==> config.mk <==
export PLATFORM = sky130hd
export DESIGN_NAME = sbo_geom
export DESIGN_NICKNAME = d
export VERILOG_FILES = /design/src/rtl/core/sbo_pkg.sv /design/src/rtl/core/sbo_geom.sv
export SDC_FILE = /design/constraint.sdc
export NUM_CORES = 1
export LEC_CHECK = 0
export ABC_AREA = 0
export BUFFER_PORTS_ARGS = -buffer_cell sky130_fd_sc_hd__buf_2
export CAP_MARGIN = 20
export CORE_MARGIN = 2
export CORE_UTILIZATION = 60
export DETAILED_ROUTE_END_ITERATION = 12
export GPL_TIMING_DRIVEN = 1
export PLACE_DENSITY_LB_ADDON = 0.2
export SYNTH_ARGS = -nofsm -noshare
export SYNTH_HDL_FRONTEND = slang
export SYNTH_SLANG_ARGS = --single-unit
==> constraint.sdc <==
create_clock -name clk_i -period 0.8 [get_ports clk_i]
set_input_delay 0.08 -clock clk_i [delete_from_list [all_inputs] [get_ports clk_i]]
set_output_delay 0.08 -clock clk_i [all_outputs]
set_load 0.005 [all_outputs]
==> src/rtl/core/sbo_pkg.sv <==
// Shared constants, codes and stage payload types for the sphere/box overlap test.
// No dependencies; used by every module in rtl/core.
`timescale 1ns / 1ps
`default_nettype none

package sbo_pkg;

  localparam int COORD_W   = 24;                  // signed Q12.12 centre coordinate
  localparam int SIZE_W    = 20;                  // unsigned Q8.12 size lane
  localparam int NUM_AXES  = 3;
  localparam int SIZE_PK_W = NUM_AXES * SIZE_W;   // packed size word

  // doubled coordinates carry one extra fraction bit; their difference one more
  localparam int DIFF_W  = COORD_W + 2;
  localparam int ADIFF_W = COORD_W + 1;
  // doubled radius sum (sphere pair) is the widest bound
  localparam int LIM_W   = SIZE_W + 2;
  localparam int CMP_W   = (ADIFF_W > LIM_W) ? ADIFF_W : LIM_W;
  localparam int SQ_W    = 2 * LIM_W;
  localparam int SUM_W   = SQ_W + 2;

  typedef enum logic [1:0] {
    KIND_SPHERE_SPHERE = 2'd0,
    KIND_BOX_BOX       = 2'd1,
    KIND_SPHERE_BOX    = 2'd2
  } pair_kind_e;

  typedef struct packed {
    logic [1:0]                          kind;
    logic [NUM_AXES-1:0][COORD_W-1:0]    a_c;
    logic [NUM_AXES-1:0][COORD_W-1:0]    b_c;
    logic [SIZE_PK_W-1:0]                a_size;
    logic [SIZE_PK_W-1:0]                b_size;
  } item_t;

  typedef struct packed {
    logic [1:0]                        kind;
    logic                              box_hit;
    logic                              far;     // some axis delta already at or past the bound
    logic [NUM_AXES-1:0][LIM_W-1:0]    d;
    logic [LIM_W-1:0]                  lim;
  } geom_t;

  typedef struct packed {
    logic [1:0]                        kind;
    logic                              box_hit;
    logic                              far;
    logic [NUM_AXES-1:0][SQ_W-1:0]     sq;
    logic [SQ_W-1:0]                   lim_sq;
  } square_t;

endpackage

`default_nettype wire

==> src/rtl/core/sbo_geom.sv <==
// Geometry stage: per-axis deltas, sphere-box clamp distance, bounds and box test.
// Depends on sbo_pkg.
`timescale 1ns / 1ps
`default_nettype none

module sbo_geom (
  input  wire logic          clk_i,
  input  wire logic          rst_ni,
  input  wire logic          adv_i,
  input  wire logic          valid_i,
  input  wire sbo_pkg::item_t item_i,
  output logic               valid_o,
  output sbo_pkg::geom_t     geom_o
);

  logic           valid_q;
  sbo_pkg::geom_t geom_q, geom_d;

  always_comb begin
    logic [sbo_pkg::DIFF_W-1:0]  ca2, cb2, diff;
    logic [sbo_pkg::ADIFF_W-1:0] adiff;
    logic [sbo_pkg::SIZE_W-1:0]  la, lb, ra, rb;
    logic [sbo_pkg::CMP_W-1:0]   adiff_c, reach_c, ext_c, dsb, dsel, lim_c;
    logic [sbo_pkg::LIM_W-1:0]   ra2, rb2, lim;
    logic                        box_hit, far;

    ra  = item_i.a_size[sbo_pkg::SIZE_W-1:0];
    rb  = item_i.b_size[sbo_pkg::SIZE_W-1:0];
    // zero radius counts as one LSB
    if (ra == '0) begin
      ra = sbo_pkg::SIZE_W'(1);
    end
    if (rb == '0) begin
      rb = sbo_pkg::SIZE_W'(1);
    end
    ra2 = {1'b0, ra, 1'b0};
    rb2 = {1'b0, rb, 1'b0};
    if (item_i.kind == sbo_pkg::KIND_SPHERE_SPHERE) begin
      lim = ra2 + rb2;
    end else begin
      lim = ra2;
    end
    lim_c = sbo_pkg::CMP_W'(lim);

    box_hit = 1'b1;
    far     = 1'b0;
    geom_d  = '0;
    for (int i = 0; i < sbo_pkg::NUM_AXES; i++) begin
      ca2   = {item_i.a_c[i][sbo_pkg::COORD_W-1], item_i.a_c[i], 1'b0};
      cb2   = {item_i.b_c[i][sbo_pkg::COORD_W-1], item_i.b_c[i], 1'b0};
      diff  = ca2 - cb2;
      adiff = diff[sbo_pkg::DIFF_W-1] ? sbo_pkg::ADIFF_W'(cb2 - ca2)
                                      : diff[sbo_pkg::ADIFF_W-1:0];
      la    = item_i.a_size[i*sbo_pkg::SIZE_W +: sbo_pkg::SIZE_W];
      lb    = item_i.b_size[i*sbo_pkg::SIZE_W +: sbo_pkg::SIZE_W];
      adiff_c = sbo_pkg::CMP_W'(adiff);
      reach_c = sbo_pkg::CMP_W'(la) + sbo_pkg::CMP_W'(lb);
      if (adiff_c > reach_c) begin
        box_hit = 1'b0;
      end
      // box is symmetric about its centre: distance to the clamped point is
      // the part of the delta that lies beyond the half-extent
      ext_c = sbo_pkg::CMP_W'(lb);
      dsb   = (adiff_c > ext_c) ? adiff_c - ext_c : '0;
      dsel  = (item_i.kind == sbo_pkg::KIND_SPHERE_BOX) ? dsb : adiff_c;
      if (dsel >= lim_c) begin
        far = 1'b1;
      end
      geom_d.d[i] = dsel[sbo_pkg::LIM_W-1:0];
    end
    geom_d.kind    = item_i.kind;
    geom_d.box_hit = box_hit;
    geom_d.far     = far;
    geom_d.lim     = lim;
  end

  always_ff @(posedge clk_i or negedge rst_ni) begin
    if (!rst_ni) begin
      valid_q <= 1'b0;
    end else if (adv_i) begin
      valid_q <= valid_i;
    end
  end

  always_ff @(posedge clk_i) begin
    if (adv_i && valid_i) begin
      geom_q <= geom_d;
    end
  end

  assign valid_o = valid_q;
  assign geom_o  = geom_q;

endmodule

`default_nettype wire

==> metrics, run 1 <==
DP Cell Count 4639; ys flop type edfxtp_1; sequential fraction of the synthesis area 12.80%; Die Height 193.5 um; number of synthesis warnings 0; Max clock buf depth 2; synthesis-stage register bit count 92; Stop Error [ERROR DPL-0033] detailed placement checks failed during check placement.; Mapped Avg Cell Area 7.571 um2; Clock Sink Count 92; Row Count 69; Post-synth EDFFs 91; Post-Synth Simple-Gate Area 17.95%; multiplexer area fraction after synthesis 2.603%; hold buffer count at CTS 2; status did not finish; Resized cells post-CTS 316; FFs w/ async S/R, synth 1.087%; xor/xnor share of the synthesized area 7.105%; clock root cell clkbuf_16; Horiz. Die Dim 193.5 um; Post-Syn Area 21540 um2; stage reached clock tree synthesis; distinct cell type count after synthesis 93; RD Place Congestion 1.133; post-synth net total 3532; H-Tree Depth 3; Post-Synthesis Cells 2845; Initial Utilization 60.70%; I/O Buffers 361; CTS Buf Count 9; Compound-Gate Fraction of Synth Area 27.20%; Ports 363; adder-cell area share of the yosys netlist 24.68%; largest family of logic cells by synthesized area compound AO/OA/AOI/OAI gates; Final HPWL DP 83.87 mm; Setup Fix Bufs, Post-CTS 127
-- synthesized netlist by cell type, drive strengths merged (8+ instances only) --
library cell | instances | area (um2)
a21o | 111 | 833.3
and2 | 10 | 65.06
ha | 404 | 5055
nand3b | 12 | 90.09
a311oi | 8 | 70.07
a21oi | 278 | 1406
mux2 | 16 | 180.2
a31oi | 30 | 202.7
or2 | 16 | 100.1
o2111ai | 10 | 93.84
nor2 | 235 | 882.1
clkbuf | 82 | 309.0
nor2b | 47 | 294.0
and3 | 15 | 93.84
nand3 | 68 | 345.3
nand4 | 59 | 375.4
a21boi | 13 | 97.60
o21ai | 161 | 820.8
or3 | 11 | 68.82
buf | 43 | 249.0
nand2b | 28 | 175.2
nor3 | 58 | 290.3
mux2i | 38 | 380.4
inv | 290 | 1089
o21bai | 52 | 390.4
o211ai | 22 | 165.2
a221oi | 12 | 105.1
o22ai | 11 | 68.82
xor2 | 76 | 665.6
a22o | 9 | 78.83
o31ai | 16 | 120.1
fa | 13 | 260.3
o21a | 61 | 457.9
a211o | 8 | 70.07
a211oi | 32 | 275.3
nor4 | 18 | 127.6
xnor2 | 97 | 864.6
edfxtp | 91 | 2733
nand2 | 199 | 747.0
-- logic make-up after synthesis --
logic type      after synthesis
compound gates              892
other cells                   1
xor+xnor                    173
flops                        92
fa+ha+maj                   417
simple gates                801
mux                          54
buf+inv                     415
-- through the flow --
step           area (um2)  setup WS, ns
2_1_floorplan       22270        -5.697
3_3_place_gp        32330        -5.941
3_5_place_dp        32330        -6.471
==> inputs of run 2 (changes only) <==
--- a/config.mk
+++ b/config.mk
@@ -9,10 +9,10 @@
 export BUFFER_PORTS_ARGS = -buffer_cell sky130_fd_sc_hd__buf_2
 export CAP_MARGIN = 20
 export CORE_MARGIN = 2
-export CORE_UTILIZATION = 60
+export CORE_UTILIZATION = 40
 export DETAILED_ROUTE_END_ITERATION = 12
 export GPL_TIMING_DRIVEN = 1
-export PLACE_DENSITY_LB_ADDON = 0.2
+export PLACE_DENSITY_LB_ADDON = 0.15
 export SYNTH_ARGS = -nofsm -noshare
 export SYNTH_HDL_FRONTEND = slang
 export SYNTH_SLANG_ARGS = --single-unit
==> run 2 against run 1 <==
Effect of this change: the flow now finishes, with violations (setup timing); synthesized cell count is the same; area after synthesis is the same.
==> metrics, run 2 <==
status finished, violations left; failing checks setup timing; final std cells w/o fill 5078; Initial Utilization 40.26% (-20 points); Startpoint Class input port; Core ar. 53500 um2; clock-pin slew on the worst setup and hold paths 0.07 ns; Mapped Avg Cell Area 7.571 um2 (unchanged); unrepaired setup endpoints after global routing true; global route overflow 0; Comb pwr share 82.8%; post-synth top area share 23.47% (unchanged); Setup-failing EPs final 181; DIE AREA 55720 um2; first-pass GRT wire length 145.8 mm; I/O Buffers 361 (unchanged); Critical R2R Capture valid_o; vias per cell 5.373; min setup slack post-route -5.715 ns; TNS Setup -326.68 ns; WP data arrival 6.63 ns; FFs w/ async S/R, synth 1.087% (unchanged); Area growth syn-to-layout 69.18%; reg2reg start valid_o; part of the cycle the worst path needs 814.3%; sequential fraction of the synthesis area 12.80% (unchanged); ys flop type edfxtp_1; power share of the clock group 6.9%; Post-Syn Area 21540 um2 (unchanged); total track usage 32.85%; max reg flops 91; Die Height 236.0 um (+22%); register area 2758 um2; CP max stage cell fa_2; commonest non-fill, non-tap cell in the layout buf_4; # fillers 4536; f_max 153.5 MHz; Power per Cell Area 1767 nW/um2; Pint 35.87 mW; share of power burned in registers 10.4%; Clock Sink Count 92 (unchanged); top cell family by delay on the critical path compound AO/OA/AOI/OAI gates; Post-Synthesis Cells 2845 (unchanged); Worst-Skew Late Latency 0.36 ns; WP data required 0.92 ns; RD Place Congestion 0.9821 (-13%); post-route ant nets 0; hold_ws 0.02902 ns; LEAKAGE 18.52 nW; slowest stage delay, CP 0.35 ns; R2R cell count 1; fin area 36440 um2; P_sw 28.50 mW; layout cells sized above 1 46.98%; most common library cells after synthesis ha_1 (404), inv_1 (289), a21oi_1 (274); total power 64.37 mW; max-slew violations 0; Ports 363 (unchanged); initial antenna violation count 1; Max clock buf depth 2 (unchanged); Placement Cell Area 33120 um2 (+2.4%); Slew HR 36.87%; most frequent cells in the layout buf_4 (1183), ha_1 (375), buf_2 (354); clock root cell clkbuf_16; final core occ 68.11%; Final HPWL DP 81.37 mm (-3.0%); H-Tree Depth 3 (unchanged); Horiz. Die Dim 236.0 um (+22%); Final #Nets 5063; number of synthesis warnings 0 (unchanged); synth top area cells ha_1 (23%), edfxtp_1 (13%), a21oi_1 (6.4%), inv_1 (5.0%), nor2_1 (4.1%); Vias 27283; 1st-pass router iterations 6; worst min path class input port to async pin; Row Count 85 (+23%); minimum clock period 6.515 ns; Post-synth EDFFs 91 (unchanged); critical path's most frequent cell o21a_1; DP Cell Count 4940 (+6.5%); critical path capture point type flop; area of the multi-input gates 19290 um2; CP max FO 4; synthesis-stage register bit count 92 (unchanged); number of global-route vias before repair 27379; drc violations 0; Worst Skew 0 ns; largest net degree at the start of global routing 35; Yosys top cell by area ha_1; Hold Vio Cnt, Final 0; FF-to-FF setup slack 0.05 ns; distinct cell type count after synthesis 93 (unchanged); most frequent cell after synthesis ha_1; Max-Cap Viols 0; Sw Share 44.27%; clock tree from TritonCTS done; total wire length 95.90 mm; CTS Buf Count 9 (unchanged); Least-Margin Pin Slew 0.9350 ns; Setup CP Type input port to flop; maximum VDD drop 1.094 mV; DR iter-0 viols 1799; dpl ws -6.281 ns (+0.1905 ns); post-synth net total 3532 (unchanged); Routed WL per cell 18.89 um; CP bufs+invs 6
-- run 2: cell counts after synthesis --
Identical to the previous run, type by type.
-- run 2: worst max path at each step --
stage	start	endpoint	slack, ns	cells after the start
floorplan	item_i[192]	geom_o[88]	-5.70	37
global placement	item_i[192]	geom_o[88]	-6.07	38
detailed placement	item_i[192]	geom_o[88]	-6.28	39
CTS	item_i[216]	geom_o[88]	-5.64	41
global route	item_i[192]	geom_o[88]	-5.97	40
finish	item_i[192]	geom_o[88]	-5.71	40
-- run 2: routing by layer --
layer  part of all wire [%]  track usage [%]  vias up
met5                      0                0        -
met1                     43            41.31    12983
li1                       -                -    13305
met3                    4.7            2.504      177
met2                     49            58.32      818
met4                    4.0            12.60        0
-- run 2: area by class of cell --
cell class                 count  share of cell area, %
tap                          696                  2.390
timing repair buffer        1644                  33.15
clock buffer                   9                 0.6181
clock inverter                 7                 0.2232
sequential                    92                  7.568
inverter                     290                  3.111
antenna                        1               0.006868
multi-input combinational   2339                  52.93
-- run 2: power groups by stage --
stage	logic, mW	clock network, mW	registers (mW)
floorplan	23.2	0	6.61
global placement	44.5	0	6.75
detailed placement	45.4	0	6.76
CTS	50.0	4.54	6.65
global route	57.3	4.72	6.67
finish	53.3	4.43	6.67
-- run 2: cell families after synthesis --
| group | count (synthesis) | share of synthesized area [%] |
|---|---|---|
| compound gates | 892 | 27.20 |
| simple gates | 801 | 17.95 |
| fa+ha+maj | 417 | 24.68 |
| buf+inv | 415 | 7.645 |
| xor+xnor | 173 | 7.105 |
| flops | 92 | 12.80 |
| mux | 54 | 2.602 |
| other cells | 1 | 0.01741 |
-- run 2: timing repair --
action	CTS	global route
setup endpoints to repair	181	181
gates resized for setup	292	151
hold buffers	3	0
cloned	3	1
hold endpoints to repair	3	0
pin swaps	119	114
setup buffers	86	46
Power figures use the tool's default switching activity.
==> inputs of run 3 (changes only) <==
--- a/config.mk
+++ b/config.mk
@@ -6,7 +6,7 @@
 export NUM_CORES = 1
 export LEC_CHECK = 0
 export ABC_AREA = 0
-export BUFFER_PORTS_ARGS = -buffer_cell sky130_fd_sc_hd__buf_2
+export BUFFER_PORTS_ARGS = -buffer_cell sky130_fd_sc_hd__clkbuf_2
 export CAP_MARGIN = 20
 export CORE_MARGIN = 2
 export CORE_UTILIZATION = 40
==> run 3 against run 2 <==
Effect of this change: the run ends with hold timing, setup timing left; sequential power about the same; total power down 2.4%; flip-flop and latch count unchanged; routed wire length down 1.5%; fmax up 0.56%; sequential share of layout area up 0.19 points; utilization down 1.7 points; worst setup slack better by 0.036 ns; register-to-register slack worse by 0.02 ns; via count down 1.1%; critical path type unchanged; critical path depth down 1.
==> metrics, run 3 (synthesis gave the netlist of run 2 again) <==
Final HPWL DP 81.10 mm (-0.33%); min setup slack post-route -5.678 ns (+0.03615 ns); critical path's most frequent cell o21a_1; Core ar. 53500 um2 (unchanged); max reg flops 91 (unchanged); CP Depth 39 (-2.5%); max-slew violations 0 (unchanged); Clock Sink Count 92 (unchanged); DR iter-0 viols 1550 (-14%); vias per cell 5.362 (-0.21%); total wire length 94.48 mm (-1.5%); Max-Cap Viols 0 (unchanged); CP max stage cell o41ai_2; Pint 35.05 mW (-2.3%); clock tree from TritonCTS done; WP data required 0.92 ns (about the same); CP bufs+invs 6 (unchanged); Worst-Skew Late Latency 0.37 ns (about the same); Worst Skew 0 ns (unchanged); Crit. Startpoint item_i[216]; Hold Crit Depth 2; hold buffer count at CTS 4 (+1); Vias 26991 (-1.1%); P_sw 27.79 mW (-2.5%); R2R cell count 1 (unchanged); number of global-route vias before repair 27490 (+0.41%); I/O Buffers 361 (unchanged); DIE AREA 55720 um2 (unchanged); slowest stage delay, CP 0.37 ns (+0.02 ns); Max clock buf depth 2 (unchanged); Comb pwr share 82.0% (-0.8 points); commonest non-fill, non-tap cell in the layout buf_4; Area growth syn-to-layout 64.95%; CTS Buf Count 9 (unchanged); Die Height 236.0 um (unchanged); status finished, violations left; total track usage 32.90% (+0.049 points); post-route ant nets 0 (unchanged); Row Count 85 (unchanged); Power per Cell Area 1769 nW/um2 (+0.12%); Least-Margin Pin Slew 0.6292 ns (-0.3058 ns); most frequent cells in the layout buf_4 (1177), ha_1 (389), clkbuf_2 (355); RD Place Congestion 1.009 (+2.7%); power share of the clock group 7.3% (+0.4 points); LEAKAGE 18.31 nW (-1.1%); clock-pin slew on the worst setup and hold paths 0.07 ns (about the same); WP data arrival 6.59 ns (-0.04 ns); Initial Utilization 40.26% (unchanged); total power 62.84 mW (-2.4%); f_max 154.4 MHz (+0.56%); Setup CP Type input port to flop; top cell family by delay on the critical path compound AO/OA/AOI/OAI gates; Setup-failing EPs final 181 (unchanged); initial antenna violation count 0 (-1); H-Tree Depth 3 (unchanged); Horiz. Die Dim 236.0 um (unchanged); layout cells sized above 1 45.12% (-1.9 points); critical path capture point type flop; 1st-pass router iterations 5 (-1); unrepaired setup endpoints after global routing true; part of the cycle the worst path needs 809.8% (-4.5 points); Hold Vio Cnt, Final 1 (+1); global route overflow 0 (unchanged); largest net degree at the start of global routing 36 (+2.9%); drc violations 0 (unchanged); hold_ws -0.007691 ns (-0.03671 ns); FF-to-FF setup slack 0.03 ns (-0.02 ns); HP Start adv_i; failing checks hold timing, setup timing; Ports 363 (unchanged); Sw Share 44.22% (-0.051 points); minimum clock period 6.478 ns (-0.03615 ns); clock root cell clkbuf_16; Routed WL per cell 18.77 um (-0.62%); first-pass GRT wire length 146.4 mm (+0.39%); reg2reg start valid_o; final core occ 66.41% (-1.7 points); worst min path class input port to flop; Startpoint Class input port; maximum VDD drop 1.154 mV (+5.4%); Critical R2R Capture valid_o; CP max FO 7 (+3); Slew HR 57.52% (+21 points); share of power burned in registers 10.6% (+0.2 points); Final #Nets 5019 (-0.87%); TNS Setup -316.75 ns (+9.928 ns); Hold Path Sink valid_o
-- run 3: final cells by class --
class                      instances  area [um2]
antenna                            1       2.502
clock inverter                     4       73.82
tap                              696       870.8
sequential                        92        2758
fill                            4637       17970
multi-input combinational       2338       18870
inverter                         290        1126
clock buffer                      12       236.5
timing repair buffer            1601       11580
-- run 3: power by group through the flow --
stage	sequential (mW)	clock, mW	combinational [mW]
floorplan	6.61	0	23.2
global placement	6.78	0	44.5
detailed placement	6.78	0	45.4
CTS	6.68	4.66	48.7
global route	6.70	4.82	55.6
finish	6.69	4.60	51.5
-- run 3: routing by layer --
layer  track usage [%]  up-vias  part of all wire (%)
met5                 0        -                     0
met4             11.68        0                   3.8
met3             2.762      173                   4.7
met2             58.36      791                    48
met1             41.60    12808                    43
li1                  -    13219                     -
-- run 3: per-stage QoR --
stage          instance area (um2)  worst slack (ns)  std cells  hold slack, ns
2_1_floorplan                22270            -5.697       2845         -0.2156
3_3_place_gp                 33100            -6.029       4938         -0.1451
3_5_place_dp                 33100            -6.269       4938         -0.1386
4_1_cts                      34740            -5.657       5012        -0.01696
5_1_grt                      35520            -6.003       5033        -0.01104
6_report                     35530            -5.678       5034       -0.007691
-- run 3: worst max-delay path by stage --
stage                 end
2_1_floorplan  geom_o[88]
3_3_place_gp   geom_o[88]
3_5_place_dp   geom_o[88]
4_1_cts        geom_o[88]
5_1_grt        geom_o[88]
6_report       geom_o[88]
-- run 3: timing repair --
action | in CTS | in global routing
setup buffers | 57 | 32
pin swaps | 92 | 81
cloned | 1 | 1
hold endpoints to repair | 4 | 1
gates resized for setup | 188 | 132
setup endpoints to repair | 181 | 181
